### src/rtl/core/amp_pkg.sv
`default_nettype none
package amp_pkg;

    localparam int CORDIC_STEPS_DEF = 16;
    localparam int ATAN_ENTRIES     = 24;
    localparam int ROOT_W           = 24;
    localparam int MID_DEPTH        = 4;
    localparam int MID_PTR_W        = 2;

    localparam logic [15:0] G_RESET   = 16'd256;
    localparam logic [13:0] PITCH_MAX = 14'd11520;

    typedef logic [22:0] t_atan;

    typedef struct packed {
        logic        x_zero;
        logic        x_neg;
        logic [15:0] x_abs;
    } t_xinfo;

    typedef struct packed {
        logic signed [15:0] x;
        logic signed [15:0] y;
        logic signed [15:0] z;
        t_xinfo             info;
    } t_sample;

    // atan(2^-i) in degrees, Q.16
    function automatic t_atan atan_q16(input int idx);
        case (idx)
            0:       return 23'd2949120;
            1:       return 23'd1740967;
            2:       return 23'd919879;
            3:       return 23'd466945;
            4:       return 23'd234379;
            5:       return 23'd117304;
            6:       return 23'd58666;
            7:       return 23'd29335;
            8:       return 23'd14668;
            9:       return 23'd7334;
            10:      return 23'd3667;
            11:      return 23'd1833;
            12:      return 23'd917;
            13:      return 23'd458;
            14:      return 23'd229;
            15:      return 23'd115;
            16:      return 23'd57;
            17:      return 23'd29;
            18:      return 23'd14;
            19:      return 23'd7;
            20:      return 23'd4;
            21:      return 23'd2;
            22:      return 23'd1;
            default: return 23'd0;
        endcase
    endfunction

endpackage
`default_nettype wire

### src/rtl/core/amp_front.sv
`default_nettype none
module amp_front (
    input  wire logic               i_clk,
    input  wire logic               i_rst_n,
    input  wire logic               i_push,
    input  wire logic signed [15:0] i_x,
    input  wire logic signed [15:0] i_y,
    input  wire logic signed [15:0] i_z,
    output logic                    o_full,
    input  wire logic               i_pop,
    output logic                    o_valid,
    output amp_pkg::t_sample        o_sample
);
    import amp_pkg::*;

    t_sample                r_mem [MID_DEPTH];
    logic [MID_PTR_W-1:0]   r_wr;
    logic [MID_PTR_W-1:0]   r_rd;
    logic [MID_PTR_W:0]     r_cnt;
    t_sample                w_cls;
    logic                   w_wr;
    logic                   w_rd;

    // classify the x axis for the pitch path
    always_comb begin
        w_cls.x           = i_x;
        w_cls.y           = i_y;
        w_cls.z           = i_z;
        w_cls.info.x_zero = (i_x == 16'sd0);
        w_cls.info.x_neg  = i_x[15];
        w_cls.info.x_abs  = i_x[15] ? 16'(-i_x) : 16'(i_x);
    end

    assign o_full   = (r_cnt == (MID_PTR_W+1)'(MID_DEPTH));
    assign o_valid  = (r_cnt != '0);
    assign o_sample = r_mem[r_rd];
    assign w_wr     = i_push & ~o_full;
    assign w_rd     = i_pop & o_valid;

    always_ff @(posedge i_clk) begin
        if (w_wr) begin
            r_mem[r_wr] <= w_cls;
        end
    end

    always_ff @(posedge i_clk) begin
        if (!i_rst_n) begin
            r_wr  <= '0;
            r_rd  <= '0;
            r_cnt <= '0;
        end else begin
            if (w_wr) begin
                r_wr <= r_wr + 1'b1;
            end
            if (w_rd) begin
                r_rd <= r_rd + 1'b1;
            end
            case ({w_wr, w_rd})
                2'b10:   r_cnt <= r_cnt + 1'b1;
                2'b01:   r_cnt <= r_cnt - 1'b1;
                default: r_cnt <= r_cnt;
            endcase
        end
    end

endmodule
`default_nettype wire

### config.mk
export PLATFORM = sky130hd
export DESIGN_NAME = amp_front
export DESIGN_NICKNAME = d
export VERILOG_FILES = /design/src/rtl/core/amp_pkg.sv /design/src/rtl/core/amp_front.sv
export SDC_FILE = /design/constraint.sdc
export NUM_CORES = 1
export LEC_CHECK = 0
export ABC_AREA = 0
export BUFFER_PORTS_ARGS = -buffer_cell sky130_fd_sc_hd__buf_2
export CAP_MARGIN = 25
export CORE_MARGIN = 2
export CORE_UTILIZATION = 62
export DETAILED_ROUTE_END_ITERATION = 7
export GPL_ROUTABILITY_DRIVEN = 0
export GPL_TIMING_DRIVEN = 0
export HOLD_SLACK_MARGIN = 0.1
export PLACE_DENSITY = 0.88
export SLEW_MARGIN = 30
export SYNTH_ARGS = -nofsm -noshare
export SYNTH_HDL_FRONTEND = slang
export SYNTH_SLANG_ARGS = --single-unit
### constraint.sdc
create_clock -name i_clk -period 4.5 [get_ports i_clk]
set_input_delay 0.9 -clock i_clk [delete_from_list [all_inputs] [get_ports i_clk]]
set_output_delay 0.9 -clock i_clk [all_outputs]
set_load 0.005 [all_outputs]
==> flow_summary.ini, run 1 <==
[sta]
period_minus_slack_ps = 3530
fmax_mhz = 283
fin_tns_setup_ps = 0
finalSetupViolCount = 0
worst_pin_slew_ps = 679
fin_crit_sh_pct = 78.4
relSlewSlack_pct = 54.7
timing.hold.ws_ps = 550
hold_viol_final = 0
slew_violations = 0
rsz0062_at_grt = false
fin_worst_skew_ps = 8.41

[yosys]
synthTopCellsByCount = edfxtp_1 (256), mux4_2 (64), xnor2_1 (14)
synth.most_common_cell = edfxtp_1
synth-xor-area-share_pct = 1.48
avgSynthCellArea_sq_um = 23.0
yosysSeqAreaShare_pct = 78.1
synthSimpleGateAreaFrac_pct = 1.78
synthTopCellsByArea = edfxtp_1 (76%), mux4_2 (14%), dfxtp_1 (1.8%)
synth_top_cell_area_share_pct = 76.3
yosysWarnings = 0
syn-cell-area_sq_um = 10100
synth_top_family_by_area = multiplexers
syn_nets = 497
synth_top_area_cell = edfxtp_1
synth_fa_ha_area_share_pct = 0.944
ys_types = 34
async_flop_share_pct = 0
ys.flop_type = edfxtp_1
postSynthCellCount = 438
synth_edf_count = 256
synth_seq_cells = 265
synthMuxAreaShare_pct = 14.3
synth_compound_area_share_pct = 1.85

[clocking]
htreeDepth = 1
cts_resized = 0
path_clk_slew_ps = 60
cts_buffer_depth = 3
cts.sinks = 265
clkLatencyLatePin_ps = 510
postCtsSetupBuffers = 0
hold_buffers = 0
cts_tree = yes
cts_root_buf = clkbuf_16
numCtsBuffers = 26

[critical_path]
reg2reg_depth = 11
arrival_ps = 2630
endpoint_kind = output pin
timing.rr.start = r_cnt[2]
worstReg2RegEnd = r_cnt[2]
reg2reg_slack_ps = 1840
path_max_fanout = 10
setup.worst_path.end = o_sample[50]
critical_path_class = flop to output pin
required_ps = 3600
startpoint_type = flop

[layout]
drive_above_1_share_pct = 41.2
multi_input_area_sq_um = 2070
antenna_cells = 0
syn2layout_area_growth_pct = 19.4
seqCellArea_sq_um = 7870
fillers = 903
nets = 648

[die]
die_h_microns = 131
die_w_microns = 131
die_area_sq_um = 17300
rows = 46
start_util_pct = 63.4
core_area_sq_um = 15900
ioPinCount = 120

[placement]
dp_hpwl_microns = 11200
io_buffers = 119

[grt]
grtUsageTotal_pct = 22.0
grt_max_degree = 42
grt_overflow = 0
grt_pass1_wl_microns = 29000
first_global_vias = 5149
antenna_found_initial = 0

[pwr]
leakage_nw = 4.07
p_per_area_nw_per_um2 = 568
ir_worst_vdd_v = 0.000345

[route]
viasPerCell = 5.89
drt-total-wl_microns = 18700
dr.pass1.iters = 4
drt_iter0_drc = 403
remaining_drc_errors = 0
ant_nets = 0
dr_total_vias = 4861
wl_per_cell_microns = 22.7

[status]
status = complete, no violations

[min_path]
min_path_type = flop to flop

[job]
maxCapViolCount = 0
-- worst min-delay path by stage --
stage          cells past startpoint     start        to  slack (ps)
2_1_floorplan                      2  r_cnt[2]  r_cnt[2]         480
3_3_place_gp                       2   r_wr[0]   r_wr[0]         490
3_5_place_dp                       2   r_rd[0]   r_rd[0]         530
4_1_cts                            2   r_wr[0]   r_wr[0]         550
5_1_grt                            2   r_wr[0]   r_wr[0]         570
6_report                           2   r_wr[0]   r_wr[0]         550
-- cells in the final DEF, fill, tap and decap left out, drive strengths merged, types with 6 or more instances in the layout --
master	count
edfxtp	256
buf	134
mux4	64
clkbuf	49
xnor2	14
inv	11
dfxtp	9
nor2	8
bufinv	7
or3	6
o21ai	6
ha	6
-- worst max-delay path: stages, from the launching register on --
cell and delay, ps:
dfxtp_1 320, clkbuf_1 530, clkbuf_1 560, mux4_2 440
buf_4 150, buf_2 110
-- kinds of logic (layout without fill, tap and decap cells) --
family	Yosys count	after routing
flip-flops	265	265
multiplexers	64	64
buffers and inverters	33	204
AND/OR/NAND/NOR	31	31
AO/OA/AOI/OAI	21	21
XOR/XNOR	17	17
adder cells (fa/ha/maj)	7	7
-- report_power, final --
part           internal (mW)  switching, mW  leakage, nW
sequential              2.95         0.0637         2.42
clock                   1.55          0.850        0.474
combinational          0.724          0.694         1.18
total                   5.23           1.61         4.07
-- sequential cells by signal, summed over array words and instances, names as in the netlist, named ones only --
signal and count:
r_mem 256, r_cnt 3, r_rd 2, r_wr 2
-- per-stage QoR --
step	cells	power [mW]	setup WS (ps)	instance area [sq um]	utilization (%)
2_1_floorplan	438	3.94	1630	10100	-
3_3_place_gp	773	4.43	463	10900	68.9
3_5_place_dp	777	4.49	1520	11100	69.6
4_1_cts	825	6.88	931	12000	75.7
5_1_grt	825	7.08	865	12000	75.7
6_report	825	6.83	972	12000	75.7
-- area by class of cell --
class | instances | share of cell area [%]
Buffer | 22 | 0.957
Clock buffer | 38 | 6.21
Clock inverter | 10 | 1.87
Inverter | 11 | 0.343
Multi-Input combinational cell | 140 | 17.2
Sequential cell | 265 | 65.4
Tap cell | 216 | 2.25
Timing Repair Buffer | 123 | 5.74
-- per-layer routing --
metal / track usage [%] / part of all wire (%) / up-vias
met4: 3.74 / 0.98 / 0
met5: 0 / 0 / -
met3: 4.40 / 7.0 / 16
li1: - / - / 2130
met2: 37.7 / 52 / 201
met1: 30.3 / 40 / 2514
No activity file was read; power rests on OpenSTA's default activity.
==> run 2, diff against run 1 <==
- CORE_UTILIZATION: 62 -> 58
- PLACE_DENSITY: 0.88 -> 0.83
- clock period: 4.5 -> 3.6 ns (I/O delays scaled with it)
==> run 2 against run 1 <==
  * Clock power rose by 6%
  * Die area rose by 6.7%
  * Non-clock buffer count did not move
  * Via count fell by 2.3%
  * Combinational power rose by 24%
  * Utilization fell by 6.3 points
  * Cell count rose by 0.85%
  * Worst hold slack got worse by 130 ps
  * Wire length fell by 2.0%
  * Critical path depth did not move
  * Largest cell class unchanged
==> flow_summary.ini, run 2 (synthesis results as in run 1) <==
[clocking]
numCtsBuffers = 26
cts_root_buf = clkbuf_16
htreeDepth = 1
hold_buffers = 0
cts_resized = 0
clkLatencyLatePin_ps = 510
cts.sinks = 265
cts_buffer_depth = 3
path_clk_slew_ps = 60
postCtsSetupBuffers = 0
cts_tree = yes

[sta]
fin_worst_skew_ps = 9.65
slew_violations = 0
relSlewSlack_pct = 57.7
fmax_mhz = 306
worst_pin_slew_ps = 635
rsz0062_at_grt = false
period_minus_slack_ps = 3270
hold_viol_final = 0
fin_tns_setup_ps = 0
fin_crit_sh_pct = 90.9
finalSetupViolCount = 0

[die]
ioPinCount = 120
die_h_microns = 136
core_area_sq_um = 17100
die_w_microns = 136
rows = 48
die_area_sq_um = 18400
start_util_pct = 58.9

[pwr]
leakage_nw = 3.99
p_per_area_nw_per_um2 = 679
ir_worst_vdd_v = 0.000438

[critical_path]
required_ps = 2880
path_max_fanout = 10
critPathMaxStageDelay_ps = 560
cp_common_cell = clkbuf_1
crit_slowest_cell = clkbuf_1
endpoint_kind = output pin
crit_chain = clkbuf_1, clkbuf_1, mux4_2, buf_4, buf_2
startpoint_type = flop
critical_path_class = flop to output pin
arrival_ps = 2550

[layout]
largest_register_ffs = 256
reg.largest.list = r_mem x256, r_cnt x3
mostFrequentLayoutCell = edfxtp_1
antenna_cells = 0
drive_above_1_share_pct = 40.4
top_register = r_mem
final_cell_mix = edfxtp_1 (256), buf_2 (126), mux4_2 (64)
nets = 648
syn2layout_area_growth_pct = 17.9
final_cells = 832

[route]
remaining_drc_errors = 0
drt_iter0_drc = 302
wl_per_cell_microns = 22.0
ant_nets = 0
viasPerCell = 5.71
drt-total-wl_microns = 18300
dr.pass1.iters = 4
dr_total_vias = 4748

[grt]
first_global_vias = 5203
grt_overflow = 0
grt_pass1_wl_microns = 28400
antenna_found_initial = 0
grt_max_degree = 42
grtUsageTotal_pct = 20.4

[placement]
dp_hpwl_microns = 11500
place_inst = 786
io_buffers = 119

[status]
status = complete, no violations

[min_path]
min_path_type = input port to flop

[job]
maxCapViolCount = 0
==> run 2: worst max-delay path, delay by kind of cell (launching register included) <==
kind / cells / cell delay (ps)
buf+inv: 4 / 1310
mux: 1 / 420
flops: 1 / 300
==> run 2: metal layers <==
metal / global-route usage, % / routed length, microns
met1: 28.2 / 7620
met2: 34.5 / 9360
met3: 3.85 / 1100
met4: 4.92 / 265
met5: 0 / 0
==> run 2: final cells by class <==
class / instances / area, sq um
Buffer: 22 / 115
Clock buffer: 31 / 691
Clock inverter: 15 / 118
Fill cell: 1043 / 5230
Inverter: 11 / 41.3
Multi-Input combinational cell: 140 / 2070
Sequential cell: 265 / 7870
Tap cell: 225 / 282
Timing Repair Buffer: 123 / 698
==> run 2: final timing paths <==
| kind | slack, ps | startpoint | cells past startpoint | end |
|---|---|---|---|---|
| max | 330 | flop | 5 | o_sample[65] |
| min | 420 | i_z[3] | 1 | r_mem[1][21] |
| max reg2reg | 1020 | r_cnt[2] | 11 | r_cnt[2] |
| min reg2reg | 530 | r_wr[1] | 2 | r_wr[1] |
==> run 2: through the flow <==
step / power [mW] / setup WS, ps / hold WS (ps) / instance area (sq um) / util (%)
floorplan: 4.93 / 906 / 483 / 10100 / -
global placement: 5.54 / -298 / 492 / 11000 / 64.0
detailed placement: 5.62 / 796 / 512 / 11100 / 64.7
CTS: 8.17 / 245 / 397 / 11900 / 69.4
global route: 8.43 / 163 / 405 / 11900 / 69.4
finish: 8.07 / 328 / 417 / 11900 / 69.4
==> run 2: report_power, final <==
part           internal, mW  switching, mW
Clock                  1.50           1.05
Combinational         0.910          0.849
Sequential             3.69         0.0789
==> run 3, diff against run 2 <==
- RECOVER_POWER: unset -> 25
- TNS_END_PERCENT: unset -> 1
==> run 3 against run 2 <==
  * Sequential share of layout area up 0.26 points
  * Combinational power is essentially flat
  * Clock power is essentially flat
  * Via count down 0.40%
  * Cell count did not move
  * Cell area shrank 0.39%
  * Global-route usage is the same
  * Critical path depth stayed put
  * Count of clock-buffer cells in the layout did not move
==> flow_summary.ini, run 3 (synthesis results as in run 1) <==
[status]
status = complete, no violations

[grt]
grt_overflow = 0
antenna_found_initial = 0
grt_pass1_wl_microns = 28400
first_global_vias = 5203
grt_max_degree = 42
grtUsageTotal_pct = 20.4

[layout]
final_cell_mix = edfxtp_1 (256), buf_2 (89), mux4_2 (64)
drive_above_1_share_pct = 34.3
antenna_cells = 0
largest_register_ffs = 256
syn2layout_area_growth_pct = 17.5
nets = 648
mostFrequentLayoutCell = edfxtp_1
reg.largest.list = r_mem x256, r_cnt x3
final_util_pct = 69.2
top_register = r_mem
final_cells = 832

[route]
drt-total-wl_microns = 18300
viasPerCell = 5.68
drt_iter0_drc = 305
remaining_drc_errors = 0
wl_per_cell_microns = 22.0
ant_nets = 0
dr_total_vias = 4729
dr.pass1.iters = 5

[pwr]
p_seq_share_pct = 46.7
swShare_pct = 24.4
combPwrFrac_pct = 21.8
p_int_mw = 6.09
leakage_nw = 3.89
p_per_area_nw_per_um2 = 681
p_clk_share_pct = 31.5
power.switching_mw = 1.97
ir_worst_vdd_v = 0.000436

[sta]
finalSetupViolCount = 0
period_minus_slack_ps = 3300
hold_viol_final = 0
rsz0062_at_grt = false
fmax_mhz = 303
slew_violations = 0
fin_crit_sh_pct = 91.7
timing.hold.ws_ps = 459
fin_ws_ps = 299
worst_pin_slew_ps = 674
fin_worst_skew_ps = 8.47
relSlewSlack_pct = 55.1

[critical_path]
required_ps = 2880
arrival_ps = 2580
startpoint_type = flop
critical_path_class = flop to output pin
reg2reg_slack_ps = 1020
path_max_fanout = 10
reg2reg_depth = 11
endpoint_kind = output pin

[placement]
place_inst = 786
dp_hpwl_microns = 11500
io_buffers = 119
place_ws_ps = 796

[die]
rows = 48
ioPinCount = 120
die_w_microns = 136
die_h_microns = 136
start_util_pct = 58.9
core_area_sq_um = 17100
die_area_sq_um = 18400

[clocking]
cts_tree = yes
hold_buffers = 0
cts_resized = 0
cts_root_buf = clkbuf_16
postCtsSetupBuffers = 0
cts_buffer_depth = 3
htreeDepth = 1
numCtsBuffers = 26
path_clk_slew_ps = 60
cts.sinks = 265
clkLatencyLatePin_ps = 510

[min_path]
min_path_type = input port to flop
worstHoldPathCells = 1

[job]
maxCapViolCount = 0
==> run 3: stage by stage <==
stage | total power, mW | TNS (ps) | instance area (sq um)
after floorplan | 4.93 | 0 | 10100
final | 8.06 | 0 | 11800
after detailed placement | 5.62 | 0 | 11100
after global routing | 8.42 | 0 | 11800
after global placement | 5.54 | -74110 | 11000
after CTS | 8.17 | 0 | 11900
==> run 3: worst paths after layout <==
kind	start	end
max	flop	o_sample[65]
min	i_y[13]	r_mem[0][47]
max reg2reg	r_cnt[2]	r_cnt[2]
min reg2reg	r_wr[1]	r_wr[1]
==> run 3: layer usage <==
metal,GRT usage [%],wire length (microns)
met1,28.2,7360
met2,34.5,9470
met3,3.85,1230
met4,4.92,265
met5,0,0
==> run 3: power groups by stage <==
stage	clock network (mW)	logic [mW]	registers, mW
finish	2.54	1.75	3.77
global route	2.71	1.92	3.79
CTS	2.60	1.81	3.77
detailed placement	0	1.79	3.83
global placement	0	1.71	3.83
floorplan	0	1.11	3.81
==> run 3: layout make-up <==
cell class                 instances  area (sq um)
tap                              225           282
clock buffer                      31           691
inverter                          11          41.3
sequential                       265          7870
clock inverter                    15           118
multi-input combinational        140          2070
buffer                            22           115
timing repair buffer             123           652
fill                            1056          5280
==> run 3: critical path, cell delays in order, from the launching register on <==
cell and delay, ps:
dfxtp_1 300, clkbuf_1 510, clkbuf_1 560, mux4_2 430, buf_4 140, buf_2 110
